--- src/hdl/btat_pkg.sv ---
// Shared types and constants for the baseline threshold auto-tuner.
`timescale 1ns / 1ps

package btat_pkg;

    // Field widths fixed by the interface
    localparam int SAMPLE_W    = 24;
    localparam int TIME_W      = 32;
    localparam int THR_W       = 16;
    localparam int MEAN_W      = 24;
    localparam int SCOUNT_W    = 24;
    localparam int MIN_SMP_W   = 24;
    localparam int MULT_W      = 8;
    localparam int CFG_DATA_W  = 32;
    localparam int CFG_IDX_W   = 3;
    localparam int IN_DATA_W   = 56;
    localparam int OUT_DATA_W  = 64;

    // Register reset values
    localparam logic [MIN_SMP_W-1:0] RST_MIN_SAMPLES   = 24'd60;
    localparam logic [TIME_W-1:0]    RST_UPD_INTERVAL  = 32'd60000;
    localparam logic [MULT_W-1:0]    RST_MARGIN_MULT   = 8'd32;
    localparam logic [THR_W-1:0]     RST_MARGIN_MIN    = 16'd15;
    localparam logic [THR_W-1:0]     RST_THR_FLOOR     = 16'd10;
    localparam logic [THR_W-1:0]     RST_THR_CEILING   = 16'd1000;
    localparam logic [THR_W-1:0]     RST_INIT_THR      = 16'd50;

    typedef enum logic [CFG_IDX_W-1:0] {
        REG_ENABLE,
        REG_MIN_SAMPLES,
        REG_UPDATE_INTERVAL,
        REG_MARGIN_MULT,
        REG_MARGIN_MIN,
        REG_THR_FLOOR,
        REG_THR_CEILING,
        REG_INIT_THR
    } reg_idx_t;

    // Micro-operations the datapath understands
    typedef enum logic [3:0] {
        OP_WAIT_IN,
        OP_ACCUM,
        OP_CHECK,
        OP_DIV,
        OP_MEAN,
        OP_MUL,
        OP_PICK,
        OP_CLAMP,
        OP_EMIT
    } op_t;

    // Jump conditions; a true condition loads the target, else the step advances
    typedef enum logic [2:0] {
        JC_NONE,
        JC_NO_ACCEPT,
        JC_DIV_MORE,
        JC_NO_UPDATE,
        JC_OUT_BUSY
    } jcond_t;

    typedef logic [3:0] step_t;

    localparam step_t S_WAIT  = 4'd0;
    localparam step_t S_ACCUM = 4'd1;
    localparam step_t S_CHECK = 4'd2;
    localparam step_t S_DIV   = 4'd3;
    localparam step_t S_MEAN  = 4'd4;
    localparam step_t S_MUL   = 4'd5;
    localparam step_t S_PICK  = 4'd6;
    localparam step_t S_CLAMP = 4'd7;
    localparam step_t S_EMIT  = 4'd8;
    localparam step_t S_LAST  = S_EMIT;

    typedef struct packed {
        op_t    op;
        jcond_t cond;
        step_t  target;
    } ctrl_t;

    typedef struct packed {
        logic accept;
        logic div_more;
        logic do_update;
        logic out_busy;
    } status_t;

endpackage

--- src/hdl/btat_seq.sv ---
// Microprogram sequencer: step counter, control ROM and conditional jumps.
`timescale 1ns / 1ps

module btat_seq (
    input  logic               clk,
    input  logic               rst_n,
    input  btat_pkg::status_t  status,
    output btat_pkg::ctrl_t    ctrl
);

    btat_pkg::step_t pc_reg;
    btat_pkg::step_t pc_next;
    logic            take;

    always_ff @(posedge clk or negedge rst_n)
    begin
        if (!rst_n)
        begin
            pc_reg <= btat_pkg::S_WAIT;
        end
        else
        begin
            pc_reg <= pc_next;
        end
    end

    // control ROM
    always_comb
    begin
        case (pc_reg)
            btat_pkg::S_WAIT:
                ctrl = '{btat_pkg::OP_WAIT_IN, btat_pkg::JC_NO_ACCEPT, btat_pkg::S_WAIT};
            btat_pkg::S_ACCUM:
                ctrl = '{btat_pkg::OP_ACCUM, btat_pkg::JC_NONE, btat_pkg::S_WAIT};
            btat_pkg::S_CHECK:
                ctrl = '{btat_pkg::OP_CHECK, btat_pkg::JC_NONE, btat_pkg::S_WAIT};
            btat_pkg::S_DIV:
                ctrl = '{btat_pkg::OP_DIV, btat_pkg::JC_DIV_MORE, btat_pkg::S_DIV};
            btat_pkg::S_MEAN:
                ctrl = '{btat_pkg::OP_MEAN, btat_pkg::JC_NO_UPDATE, btat_pkg::S_EMIT};
            btat_pkg::S_MUL:
                ctrl = '{btat_pkg::OP_MUL, btat_pkg::JC_NONE, btat_pkg::S_WAIT};
            btat_pkg::S_PICK:
                ctrl = '{btat_pkg::OP_PICK, btat_pkg::JC_NONE, btat_pkg::S_WAIT};
            btat_pkg::S_CLAMP:
                ctrl = '{btat_pkg::OP_CLAMP, btat_pkg::JC_NONE, btat_pkg::S_WAIT};
            btat_pkg::S_EMIT:
                ctrl = '{btat_pkg::OP_EMIT, btat_pkg::JC_OUT_BUSY, btat_pkg::S_EMIT};
            default:
                ctrl = '{btat_pkg::OP_WAIT_IN, btat_pkg::JC_NO_ACCEPT, btat_pkg::S_WAIT};
        endcase
    end

    // next step
    always_comb
    begin
        case (ctrl.cond)
            btat_pkg::JC_NO_ACCEPT: take = !status.accept;
            btat_pkg::JC_DIV_MORE:  take = status.div_more;
            btat_pkg::JC_NO_UPDATE: take = !status.do_update;
            btat_pkg::JC_OUT_BUSY:  take = status.out_busy;
            default:                take = 1'b0;
        endcase

        if (take)
        begin
            pc_next = ctrl.target;
        end
        else if (pc_reg == btat_pkg::S_LAST)
        begin
            pc_next = btat_pkg::S_WAIT;
        end
        else
        begin
            pc_next = pc_reg + 4'd1;
        end
    end

endmodule

--- src/hdl/baseline_threshold_autotune.sv ---
// Top level of the baseline threshold auto-tuner: datapath, registers, stream ports.
`timescale 1ns / 1ps

// Learns a stillness threshold from the sensor baseline. Each request carries a
// sample (FRAC_BITS fraction bits), a door-closed flag and a ms timestamp;
// while the door is closed samples are summed and counted, an open door clears
// the collection. Once min_samples are in and update_interval ms have passed
// (or no update happened yet) the threshold becomes
// max(mean*margin_multiplier/16, mean+margin_minimum), clamped to floor and
// ceiling (the ceiling wins). Every request returns exactly one result.
// Steps: accept, accumulate, check, then the bit-serial restoring divider that
// forms the mean, one quotient bit per cycle, then mean; when the threshold is
// recomputed, multiply, pick and clamp follow, and emit holds while the output
// is busy. A finished result sits in the output register, so the next request
// is taken while it waits.
// Configuration writes must only be issued while no request is in flight.

module baseline_threshold_autotune #(
    parameter int FRAC_BITS  = 8,
    parameter int COUNT_BITS = 24
) (
    input  logic                             clk,
    input  logic                             rst_n,
    // request stream
    input  logic                             s_axis_tvalid,
    output logic                             s_axis_tready,
    input  logic [btat_pkg::IN_DATA_W-1:0]   s_axis_tdata,  // sample[23:0], now_ms[55:24]
    input  logic                             s_axis_tuser,  // door_closed
    // result stream
    output logic                             m_axis_tvalid,
    input  logic                             m_axis_tready,
    output logic [btat_pkg::OUT_DATA_W-1:0]  m_axis_tdata,  // threshold[15:0], mean[39:16],
                                                            // sample_count[63:40]
    output logic                             m_axis_tuser,  // threshold_changed
    // register writes
    input  logic                             cfg_wr_en,
    input  logic [btat_pkg::CFG_IDX_W-1:0]   cfg_index,
    input  logic [btat_pkg::CFG_DATA_W-1:0]  cfg_wdata
);

    // running sum needs sample width plus count width
    localparam int SUM_W   = btat_pkg::SAMPLE_W + COUNT_BITS;
    localparam int ITER_W  = $clog2(SUM_W + 1);
    localparam int CMP_W   = (COUNT_BITS > btat_pkg::MIN_SMP_W) ? COUNT_BITS
                                                                : btat_pkg::MIN_SMP_W;
    // candidates carry FRAC_BITS+4 fraction bits
    localparam int ADD_W   = ((btat_pkg::MEAN_W > btat_pkg::THR_W + FRAC_BITS)
                              ? btat_pkg::MEAN_W : (btat_pkg::THR_W + FRAC_BITS)) + 5;
    localparam int CAND_W  = (ADD_W > 32) ? ADD_W : 32;
    localparam int TW      = CAND_W - (FRAC_BITS + 4);

    localparam logic [COUNT_BITS-1:0] COUNT_MAX = '1;

    btat_pkg::ctrl_t   ctrl;
    btat_pkg::status_t status;

    // configuration registers
    logic                             enable_reg;
    logic [btat_pkg::MIN_SMP_W-1:0]   min_samples_reg;
    logic [btat_pkg::TIME_W-1:0]      update_interval_reg;
    logic [btat_pkg::MULT_W-1:0]      margin_mult_reg;
    logic [btat_pkg::THR_W-1:0]       margin_min_reg;
    logic [btat_pkg::THR_W-1:0]       thr_floor_reg;
    logic [btat_pkg::THR_W-1:0]       thr_ceiling_reg;

    // tuner state
    logic [SUM_W-1:0]                 sum_reg;
    logic [COUNT_BITS-1:0]            count_reg;
    logic [btat_pkg::TIME_W-1:0]      last_upd_reg;
    logic [btat_pkg::THR_W-1:0]       thr_reg;

    // per-request control
    logic                             do_update_reg;
    logic                             changed_reg;
    logic [ITER_W-1:0]                iter_reg;
    logic                             out_valid_reg;

    // payload
    logic [btat_pkg::SAMPLE_W-1:0]    sample_reg;
    logic                             door_reg;
    logic [btat_pkg::TIME_W-1:0]      now_reg;
    logic [SUM_W-1:0]                 quo_reg;
    logic [COUNT_BITS-1:0]            rem_reg;
    logic [btat_pkg::MEAN_W-1:0]      mean_reg;
    logic [CAND_W-1:0]                by_mult_reg;
    logic [CAND_W-1:0]                by_add_reg;
    logic [TW-1:0]                    t_reg;
    logic [btat_pkg::OUT_DATA_W-1:0]  out_data_reg;
    logic                             out_user_reg;

    logic                             accept;
    logic                             out_busy;
    logic [COUNT_BITS:0]              rem_shift;
    logic [COUNT_BITS+1:0]            rem_diff;
    logic                             interval_ok;
    logic                             enough;
    logic [CMP_W-1:0]                 count_ext;
    logic [CAND_W-1:0]                best;
    logic [TW-1:0]                    t_floor;
    logic [TW-1:0]                    t_clamp;
    logic [btat_pkg::THR_W-1:0]       t_new;

    btat_seq u_seq (
        .clk    (clk),
        .rst_n  (rst_n),
        .status (status),
        .ctrl   (ctrl)
    );

    assign s_axis_tready = (ctrl.op == btat_pkg::OP_WAIT_IN);
    assign accept        = s_axis_tvalid && s_axis_tready;
    assign out_busy      = out_valid_reg && !m_axis_tready;

    assign status.accept    = accept;
    assign status.div_more  = (iter_reg != ITER_W'(1));
    assign status.do_update = do_update_reg;
    assign status.out_busy  = out_busy;

    assign m_axis_tvalid = out_valid_reg;
    assign m_axis_tdata  = out_data_reg;
    assign m_axis_tuser  = out_user_reg;

    // one restoring division step: partial remainder against the count
    assign rem_shift = {rem_reg, quo_reg[SUM_W-1]};
    assign rem_diff  = {1'b0, rem_shift} - {2'b00, count_reg};

    assign count_ext   = CMP_W'(count_reg);
    assign enough      = count_ext >= CMP_W'(min_samples_reg);
    // a recorded time of zero means never updated
    assign interval_ok = (last_upd_reg == '0) ||
                         ((now_reg - last_upd_reg) >= update_interval_reg);

    assign best    = (by_mult_reg > by_add_reg) ? by_mult_reg : by_add_reg;
    // floor first, then ceiling, so the ceiling wins on a crossed pair
    assign t_floor = (t_reg < TW'(thr_floor_reg)) ? TW'(thr_floor_reg) : t_reg;
    assign t_clamp = (t_floor > TW'(thr_ceiling_reg)) ? TW'(thr_ceiling_reg) : t_floor;
    assign t_new   = t_clamp[btat_pkg::THR_W-1:0];

    // control state, tuner state and registers
    always_ff @(posedge clk or negedge rst_n)
    begin
        if (!rst_n)
        begin
            enable_reg          <= 1'b1;
            min_samples_reg     <= btat_pkg::RST_MIN_SAMPLES;
            update_interval_reg <= btat_pkg::RST_UPD_INTERVAL;
            margin_mult_reg     <= btat_pkg::RST_MARGIN_MULT;
            margin_min_reg      <= btat_pkg::RST_MARGIN_MIN;
            thr_floor_reg       <= btat_pkg::RST_THR_FLOOR;
            thr_ceiling_reg     <= btat_pkg::RST_THR_CEILING;
            sum_reg             <= '0;
            count_reg           <= '0;
            last_upd_reg        <= '0;
            thr_reg             <= btat_pkg::RST_INIT_THR;
            do_update_reg       <= 1'b0;
            changed_reg         <= 1'b0;
            iter_reg            <= '0;
            out_valid_reg       <= 1'b0;
        end
        else
        begin
            case (ctrl.op)
                btat_pkg::OP_ACCUM:
                begin
                    if (enable_reg)
                    begin
                        if (!door_reg)
                        begin
                            sum_reg      <= '0;
                            count_reg    <= '0;
                            last_upd_reg <= '0;
                        end
                        else if (count_reg != COUNT_MAX)
                        begin
                            // saturated count freezes accumulation
                            sum_reg   <= sum_reg + SUM_W'(sample_reg);
                            count_reg <= count_reg + COUNT_BITS'(1);
                        end
                    end
                end
                btat_pkg::OP_CHECK:
                begin
                    do_update_reg <= enable_reg && door_reg && enough && interval_ok &&
                                     (count_reg != '0);
                    changed_reg   <= 1'b0;
                    iter_reg      <= ITER_W'(SUM_W);
                end
                btat_pkg::OP_DIV:
                begin
                    iter_reg <= iter_reg - ITER_W'(1);
                end
                btat_pkg::OP_CLAMP:
                begin
                    if (t_new != thr_reg)
                    begin
                        thr_reg     <= t_new;
                        changed_reg <= 1'b1;
                    end
                    last_upd_reg <= now_reg;
                end
                default:
                begin
                end
            endcase

            if (ctrl.op == btat_pkg::OP_EMIT && !out_busy)
            begin
                out_valid_reg <= 1'b1;
            end
            else if (m_axis_tready)
            begin
                out_valid_reg <= 1'b0;
            end

            // the user must issue writes only while idle; the block does not enforce it
            if (cfg_wr_en)
            begin
                case (btat_pkg::reg_idx_t'(cfg_index))
                    btat_pkg::REG_ENABLE:
                    begin
                        enable_reg <= cfg_wdata[0];
                        if (cfg_wdata[0])
                        begin
                            sum_reg      <= '0;
                            count_reg    <= '0;
                            last_upd_reg <= '0;
                        end
                    end
                    btat_pkg::REG_MIN_SAMPLES:
                        min_samples_reg <= cfg_wdata[btat_pkg::MIN_SMP_W-1:0];
                    btat_pkg::REG_UPDATE_INTERVAL:
                        update_interval_reg <= cfg_wdata[btat_pkg::TIME_W-1:0];
                    btat_pkg::REG_MARGIN_MULT:
                        margin_mult_reg <= cfg_wdata[btat_pkg::MULT_W-1:0];
                    btat_pkg::REG_MARGIN_MIN:
                        margin_min_reg <= cfg_wdata[btat_pkg::THR_W-1:0];
                    btat_pkg::REG_THR_FLOOR:
                        thr_floor_reg <= cfg_wdata[btat_pkg::THR_W-1:0];
                    btat_pkg::REG_THR_CEILING:
                        thr_ceiling_reg <= cfg_wdata[btat_pkg::THR_W-1:0];
                    btat_pkg::REG_INIT_THR:
                    begin
                        // only matters as the threshold it loads
                        thr_reg <= cfg_wdata[btat_pkg::THR_W-1:0];
                    end
                    default:
                    begin
                    end
                endcase
            end
        end
    end

    // payload path
    always_ff @(posedge clk)
    begin
        case (ctrl.op)
            btat_pkg::OP_WAIT_IN:
            begin
                if (accept)
                begin
                    sample_reg <= s_axis_tdata[btat_pkg::SAMPLE_W-1:0];
                    now_reg    <= s_axis_tdata[btat_pkg::IN_DATA_W-1:btat_pkg::SAMPLE_W];
                    door_reg   <= s_axis_tuser;
                end
            end
            btat_pkg::OP_CHECK:
            begin
                quo_reg <= sum_reg;
                rem_reg <= '0;
            end
            btat_pkg::OP_DIV:
            begin
                if (!rem_diff[COUNT_BITS+1])
                begin
                    rem_reg <= rem_diff[COUNT_BITS-1:0];
                    quo_reg <= {quo_reg[SUM_W-2:0], 1'b1};
                end
                else
                begin
                    rem_reg <= rem_shift[COUNT_BITS-1:0];
                    quo_reg <= {quo_reg[SUM_W-2:0], 1'b0};
                end
            end
            btat_pkg::OP_MEAN:
            begin
                mean_reg <= (count_reg == '0) ? '0 : quo_reg[btat_pkg::MEAN_W-1:0];
            end
            btat_pkg::OP_MUL:
            begin
                by_mult_reg <= CAND_W'(mean_reg * margin_mult_reg);
                by_add_reg  <= (CAND_W'(mean_reg) + (CAND_W'(margin_min_reg) << FRAC_BITS))
                               << 4;
            end
            btat_pkg::OP_PICK:
            begin
                t_reg <= TW'(best >> (FRAC_BITS + 4));
            end
            btat_pkg::OP_EMIT:
            begin
                if (!out_busy)
                begin
                    out_data_reg <= {count_ext[btat_pkg::SCOUNT_W-1:0], mean_reg, thr_reg};
                    out_user_reg <= changed_reg;
                end
            end
            default:
            begin
            end
        endcase
    end

endmodule
--- config.mk ---
export PLATFORM = sky130hd
export DESIGN_NAME = baseline_threshold_autotune
export DESIGN_NICKNAME = d
export VERILOG_FILES = /design/src/hdl/btat_pkg.sv /design/src/hdl/btat_seq.sv /design/src/hdl/baseline_threshold_autotune.sv
export SDC_FILE = /design/constraint.sdc
export NUM_CORES = 2
export LEC_CHECK = 0
export BUFFER_PORTS_ARGS = -buffer_cell sky130_fd_sc_hd__buf_2
export CAP_MARGIN = 20
export CORE_MARGIN = 4
export CORE_UTILIZATION = 35
export CTS_CLUSTER_SIZE = 10
export DETAILED_ROUTE_END_ITERATION = 8
export PLACE_DENSITY_LB_ADDON = 0.1
export SLEW_MARGIN = 20
export SYNTH_ARGS = -nofsm -noshare
export SYNTH_HDL_FRONTEND = slang
export SYNTH_SLANG_ARGS = --single-unit
--- constraint.sdc ---
create_clock -name clk -period 6.2 [get_ports clk]
set_input_delay 0.62 -clock clk [delete_from_list [all_inputs] [get_ports clk]]
set_output_delay 0.62 -clock clk [all_outputs]
set_load 0.02 [all_outputs]
Word-level counts from Yosys, hierarchy flattened

Memory sizes are Yosys's and may differ from the RTL's.
Cells that the tools add are included.

Bits in registers: 544
Bits in read-only memories: 160
Input bits: 97
Output and inout bits: 67
Logic and storage cells: 135
Memories: 1

Add/subtract/negate cells: 7
$mul: 1
Magnitude comparators: 5
Eq/ne operators: 24
Multiplexer cells: 39
Bitwise gates (word level): 1
Reductions and logical operators: 30

Memories:

| memory           | words | width | read ports | clocked after Yosys merged registers in | write ports | line           | RTL |
|---|---|---|---|---|---|---|---|
| (name not given) | 16    | 10    | 1          | 0                                       | 0           | btat_seq.sv:30 | `case (pc_reg)` |

Operator list:

| cell                  | count |
|---|---|
| $mux 48               | 7 |
| $mux 24               | 8 |
| $mux 32               | 6 |
| $pmux 48 s2           | 1 |
| $mux 16               | 5 |
| $pmux 32 s2           | 1 |
| $add 48x24->48        | 1 |
| $pmux 24 s2           | 1 |
| $ge 32x32->1          | 1 |
| $gt 32x32->1          | 1 |
| $logic_not 32->1      | 1 |
| $mul 24x8->32         | 1 |
| $sub 32x32->32        | 1 |
| $sub 25x24->26        | 1 |
| $add 24x24->25        | 1 |
| $add 24x1->24 const B | 1 |
| $ge 24x24->1          | 1 |
| $logic_not 24->1      | 1 |
| $ne 24x24->1 const B  | 1 |
| $reduce_bool 24->1    | 1 |
| $gt 20x16->1          | 1 |
| $lt 20x16->1          | 1 |
| $mux 20               | 1 |
| $reduce_and 2->1      | 10 |
| other kinds (24)      | 52 |

Depth between registers and ports, before layout

Depth in word-level cells: 9
Gate-level depth with buffers: 23
Mapped depth without buffers: 23

By module

From an unflattened synthesis, not the netlist that was laid out.

Cells, all modules: 3,366
Area total of the unflattened synthesis: 34,610.7 sq um

Modules (own cells, without submodules):

| module                      | times used | cells each | area each (sq um) | seq. area each (sq um) |
|---|---|---|---|---|
| baseline_threshold_autotune | 1          | 3,310      | 34,164.0          | 14,949.3 |
| btat_seq                    | 1          | 56         | 446.7             | 100.1 |

Worst setup path after synthesis

OpenSTA, ideal clock, no wires.

Path type: reg-to-reg
Start point: reg margin_mult_reg[5] in the netlist's numbering
End point: reg by_mult_reg[31] (data pin)
Library setup time: 260 ps
Arrival: 5,260 ps
Data required time: 5,940 ps
Path slack: 681 ps
Stages on the path, launching flop included: 18
Buffers on the path: 1
Clock period less this slack: 5,519 ps
Cells stage by stage: dfstp_2 -> clkbuf_1 -> nand2_1 -> fa_1 -> inv_1 -> fa_1 -> fa_1 -> fa_1 -> ha_1 -> or4_1 -> o211ai_1 -> a21oi_1 -> nor4b_1 -> o21ai_1 -> o211a_1 -> or3_1 -> a21oi_1 -> xnor2_1

Cells in the longest elaborated chain, start to end: 1

RTL lines:

| what                     | line                               | RTL |
|---|---|---|
| start: declaration       | baseline_threshold_autotune.sv:61  | `logic [btat_pkg::MULT_W-1:0] margin_mult_reg;` |
| start signal: assignment | baseline_threshold_autotune.sv:147 | `margin_mult_reg <= btat_pkg::RST_MARGIN_MULT;` |
| start signal: assignment | baseline_threshold_autotune.sv:234 | `margin_mult_reg <= cfg_wdata[btat_pkg::MULT_W-1:0];` |
| $mul 24x8->32            | baseline_threshold_autotune.sv:291 | `by_mult_reg <= CAND_W'(mean_reg * margin_mult_reg);` |
| end signal: assignment   | baseline_threshold_autotune.sv:291 |  |
| end: declaration         | baseline_threshold_autotune.sv:85  | `logic [CAND_W-1:0] by_mult_reg;` |

Every way passes these cells.
A chain may end at the register's enable or synchronous reset.

Worst setup path in the final report

Start point: reg margin_mult_reg[3] in the netlist's numbering
End point: reg by_mult_reg[30] (data pin)

Same word-level chain as after synthesis.

==> flow_summary.ini <==
[status]
outcome = complete, no violations

[placed_design]
finalWeightedCongestion = 0.888
hpwl_um = 73900
dpl_cell_area_um2 = 37000
dp_cells = 4642
io_buffers = 163

[die]
initial_utilization_pct = 35.5
die-height_um = 322
core_region_area_um2 = 97300
placementRows = 114
die_w_um = 322
top_level_ports = 164
die-area_um2 = 104000

[sta]
setup_viol = 0
drv_slew = 0
min_period_ns = 5.77
fin_skew_ns = 0.0181
max_freq_mhz = 173
finalHoldViolations = 0
tightest_slew_ns = 1.13
rsz0062_at_grt = no
setup-tns-final_ns = 0
slew_headroom_pct = 23.9
period_share_pct = 93.1

[synth]
syn-num-nets = 3748
yosys_warnings = 0
yosysSeqAreaShare_pct = 43.6
synth_edf_count = 295
yosys_register_bits = 541
syn_avg_cell_area_um2 = 10.6
synth_ff_type = edfxtp_1
async_flop_share_pct = 45.5
netlist-cell-type-count = 83
syn_area_um2 = 34500
synthCells = 3248

[drt]
top_layer_used = met4
wl_met3_um = 3900
first_pass_iters = 7
via_per_inst = 5.12
wl_per_cell_um = 20.6
wl_met2_um = 45500
vias = 24400
wl_um = 98500
antenna_left = 0
drt_iter0_drc = 1658
remaining_drc_errors = 0
drt-met1-wl_um = 46800

[cts]
clock_latency_ns = 0.63
root_buffer = clkbuf_16
path_clk_slew_ns = 0.05
cts_setup_buffers = 0
cts_tree = built
numCtsBuffers = 71
clockBufferDepth = 3
cts_sinks = 541
h-tree-depth = 3

[grt]
grt_usage_pct = 19.1
grt-ovfl-total = 0
grt_pass1_vias = 25200
grt_pass1_wl_um = 153000
grt_max_degree = 112
antenna_found_initial = 6

[critical_path]
path_class = flop to flop
endpoint_kind = flop
cp_max_fo = 13
cp.required_ns = 6.56
arrival_ns = 6.13
cp-start-kind = flop

[finish]
largest_register_ffs = 64
final_layout_size_suffix_gt1_share_pct = 14.7
finalNonFillerCells = 4775
finalCoreUtilization_pct = 40.4
insertedDiodeCount = 0
final_area_um2 = 39300
area_growth_pct = 13.8
nets = 3940

[job]
max_cap_violations = 0

[pwr]
vdd_ir_drop_max_v = 0.000376
p_leak_nw = 16.9
power_density_nw_per_um2 = 561

[min_path]
hold_path_class = input pin to flop
metrics by stage:
| stage | power (mW) | hold slack [ns] | setup slack (ns) |
|---|---|---|---|
| floorplan | 14.7 | 0.324 | 0.681 |
| global placement | 17.9 | 0.457 | 0.368 |
| detailed placement | 18.1 | 0.456 | 0.372 |
| CTS | 22.3 | 0.104 | 0.341 |
| global route | 24.1 | 0.114 | 0.0705 |
| finish | 22.1 | 0.163 | 0.430 |
repair_timing:
action | in CTS | in global routing
endpoints found under the hold margin | 34 | 0
gates resized for setup | 0 | 0
endpoints found under the setup margin | 0 | 0
hold buffers | 1 | 0
cells in the final DEF, fill, tap and decap left out, types with 60 or more instances in the layout:
master,Yosys,layout
inv_1,348,348
edfxtp_1,295,295
nand2_1,286,285
ha_1,267,267
nor2_1,223,219
dfrtp_1,218,218
buf_2,3,162
o21ai_0,161,161
a21oi_1,146,146
fa_1,136,136
mux2_2,133,133
xnor2_1,117,117
and2_1,88,87
clkbuf_16,0,73
nor2b_1,61,61
a21o_1,60,60
cell type report:
class	count	area [µm²]
multi-input combinational	2265	17900
clock buffer	111	2020
clock inverter	21	243
tap	1276	1600
fill	9364	58000
sequential	541	15000
timing repair buffer	212	1220
inverter	349	1310
per-layer routing:
metal	GRT usage (%)	vias up
met5	0	-
met4	4.70	0
met3	2.66	131
met2	31.1	497
met1	27.0	12100
li1	-	11700
power by group:
| group | switching, mW | internal [mW] | total [mW] |
|---|---|---|---|
| clock network | 1.63 | 2.38 | 4.01 |
| registers | 0.813 | 5.31 | 6.12 |
| logic | 6.76 | 5.17 | 11.9 |
logic make-up (layout without fill, tap and decap cells):
| kind of cell | after synthesis | after routing | synth area share, % |
|---|---|---|---|
| AND/OR/NAND/NOR | 904 | 904 | 12.6 |
| multiplexers | 178 | 178 | 5.67 |
| buffers and inverters | 442 | 693 | 4.85 |
| adder cells (fa/ha/maj) | 403 | 403 | 17.6 |
| flip-flops | 541 | 541 | 43.6 |
| XOR/XNOR | 164 | 164 | 4.16 |
| AO/OA/AOI/OAI | 616 | 616 | 11.6 |
cell usage after synthesis, drive strengths merged (86+ instances only):
library cell / number / share of area (%)
a21oi: 147 / 2.2
and2: 89 / 1.6
clkbuf: 86 / 0.93
dfrtp: 218 / 16
edfxtp: 295 / 26
fa: 136 / 7.9
ha: 267 / 9.7
inv: 348 / 3.8
mux2: 135 / 4.4
nand2: 286 / 3.1
nor2: 223 / 2.4
o21ai: 168 / 2.4
xnor2: 117 / 3.0
worst max-delay path, cell delays in order (launching register included):
cell and delay, ns:
dfrtp_1 0.53, and2_1 0.23, fa_1 0.42, fa_1 0.54
inv_1 0.06, fa_1 0.46, fa_1 0.54, inv_1 0.05
ha_1 0.33, o21ai_0 0.11, o21bai_1 0.15, a21oi_1 0.14
or4b_2 0.68, o21ai_0 0.29, o221ai_1 0.20, o21ai_0 0.22
buf_4 0.15, o211ai_1 0.10, o21ai_0 0.23, xor2_1 0.08
final timing paths:
path,cells past startpoint,end,from,slack (ns)
hold reg to reg,0,m_axis_tuser,changed_reg,0.48
min in group asynchronous,2,thr_reg[14],rst_n,0.59
max in group asynchronous,3,update_interval_reg[29],rst_n,4.26
setup / recovery,19,by_mult_reg[30],margin_mult_reg[3],0.43
setup reg to reg,19,by_mult_reg[30],margin_mult_reg[3],0.43
hold / removal,1,now_reg[3],s_axis_tdata[27],0.16
Note: power is estimated with default switching activity, not from simulation.
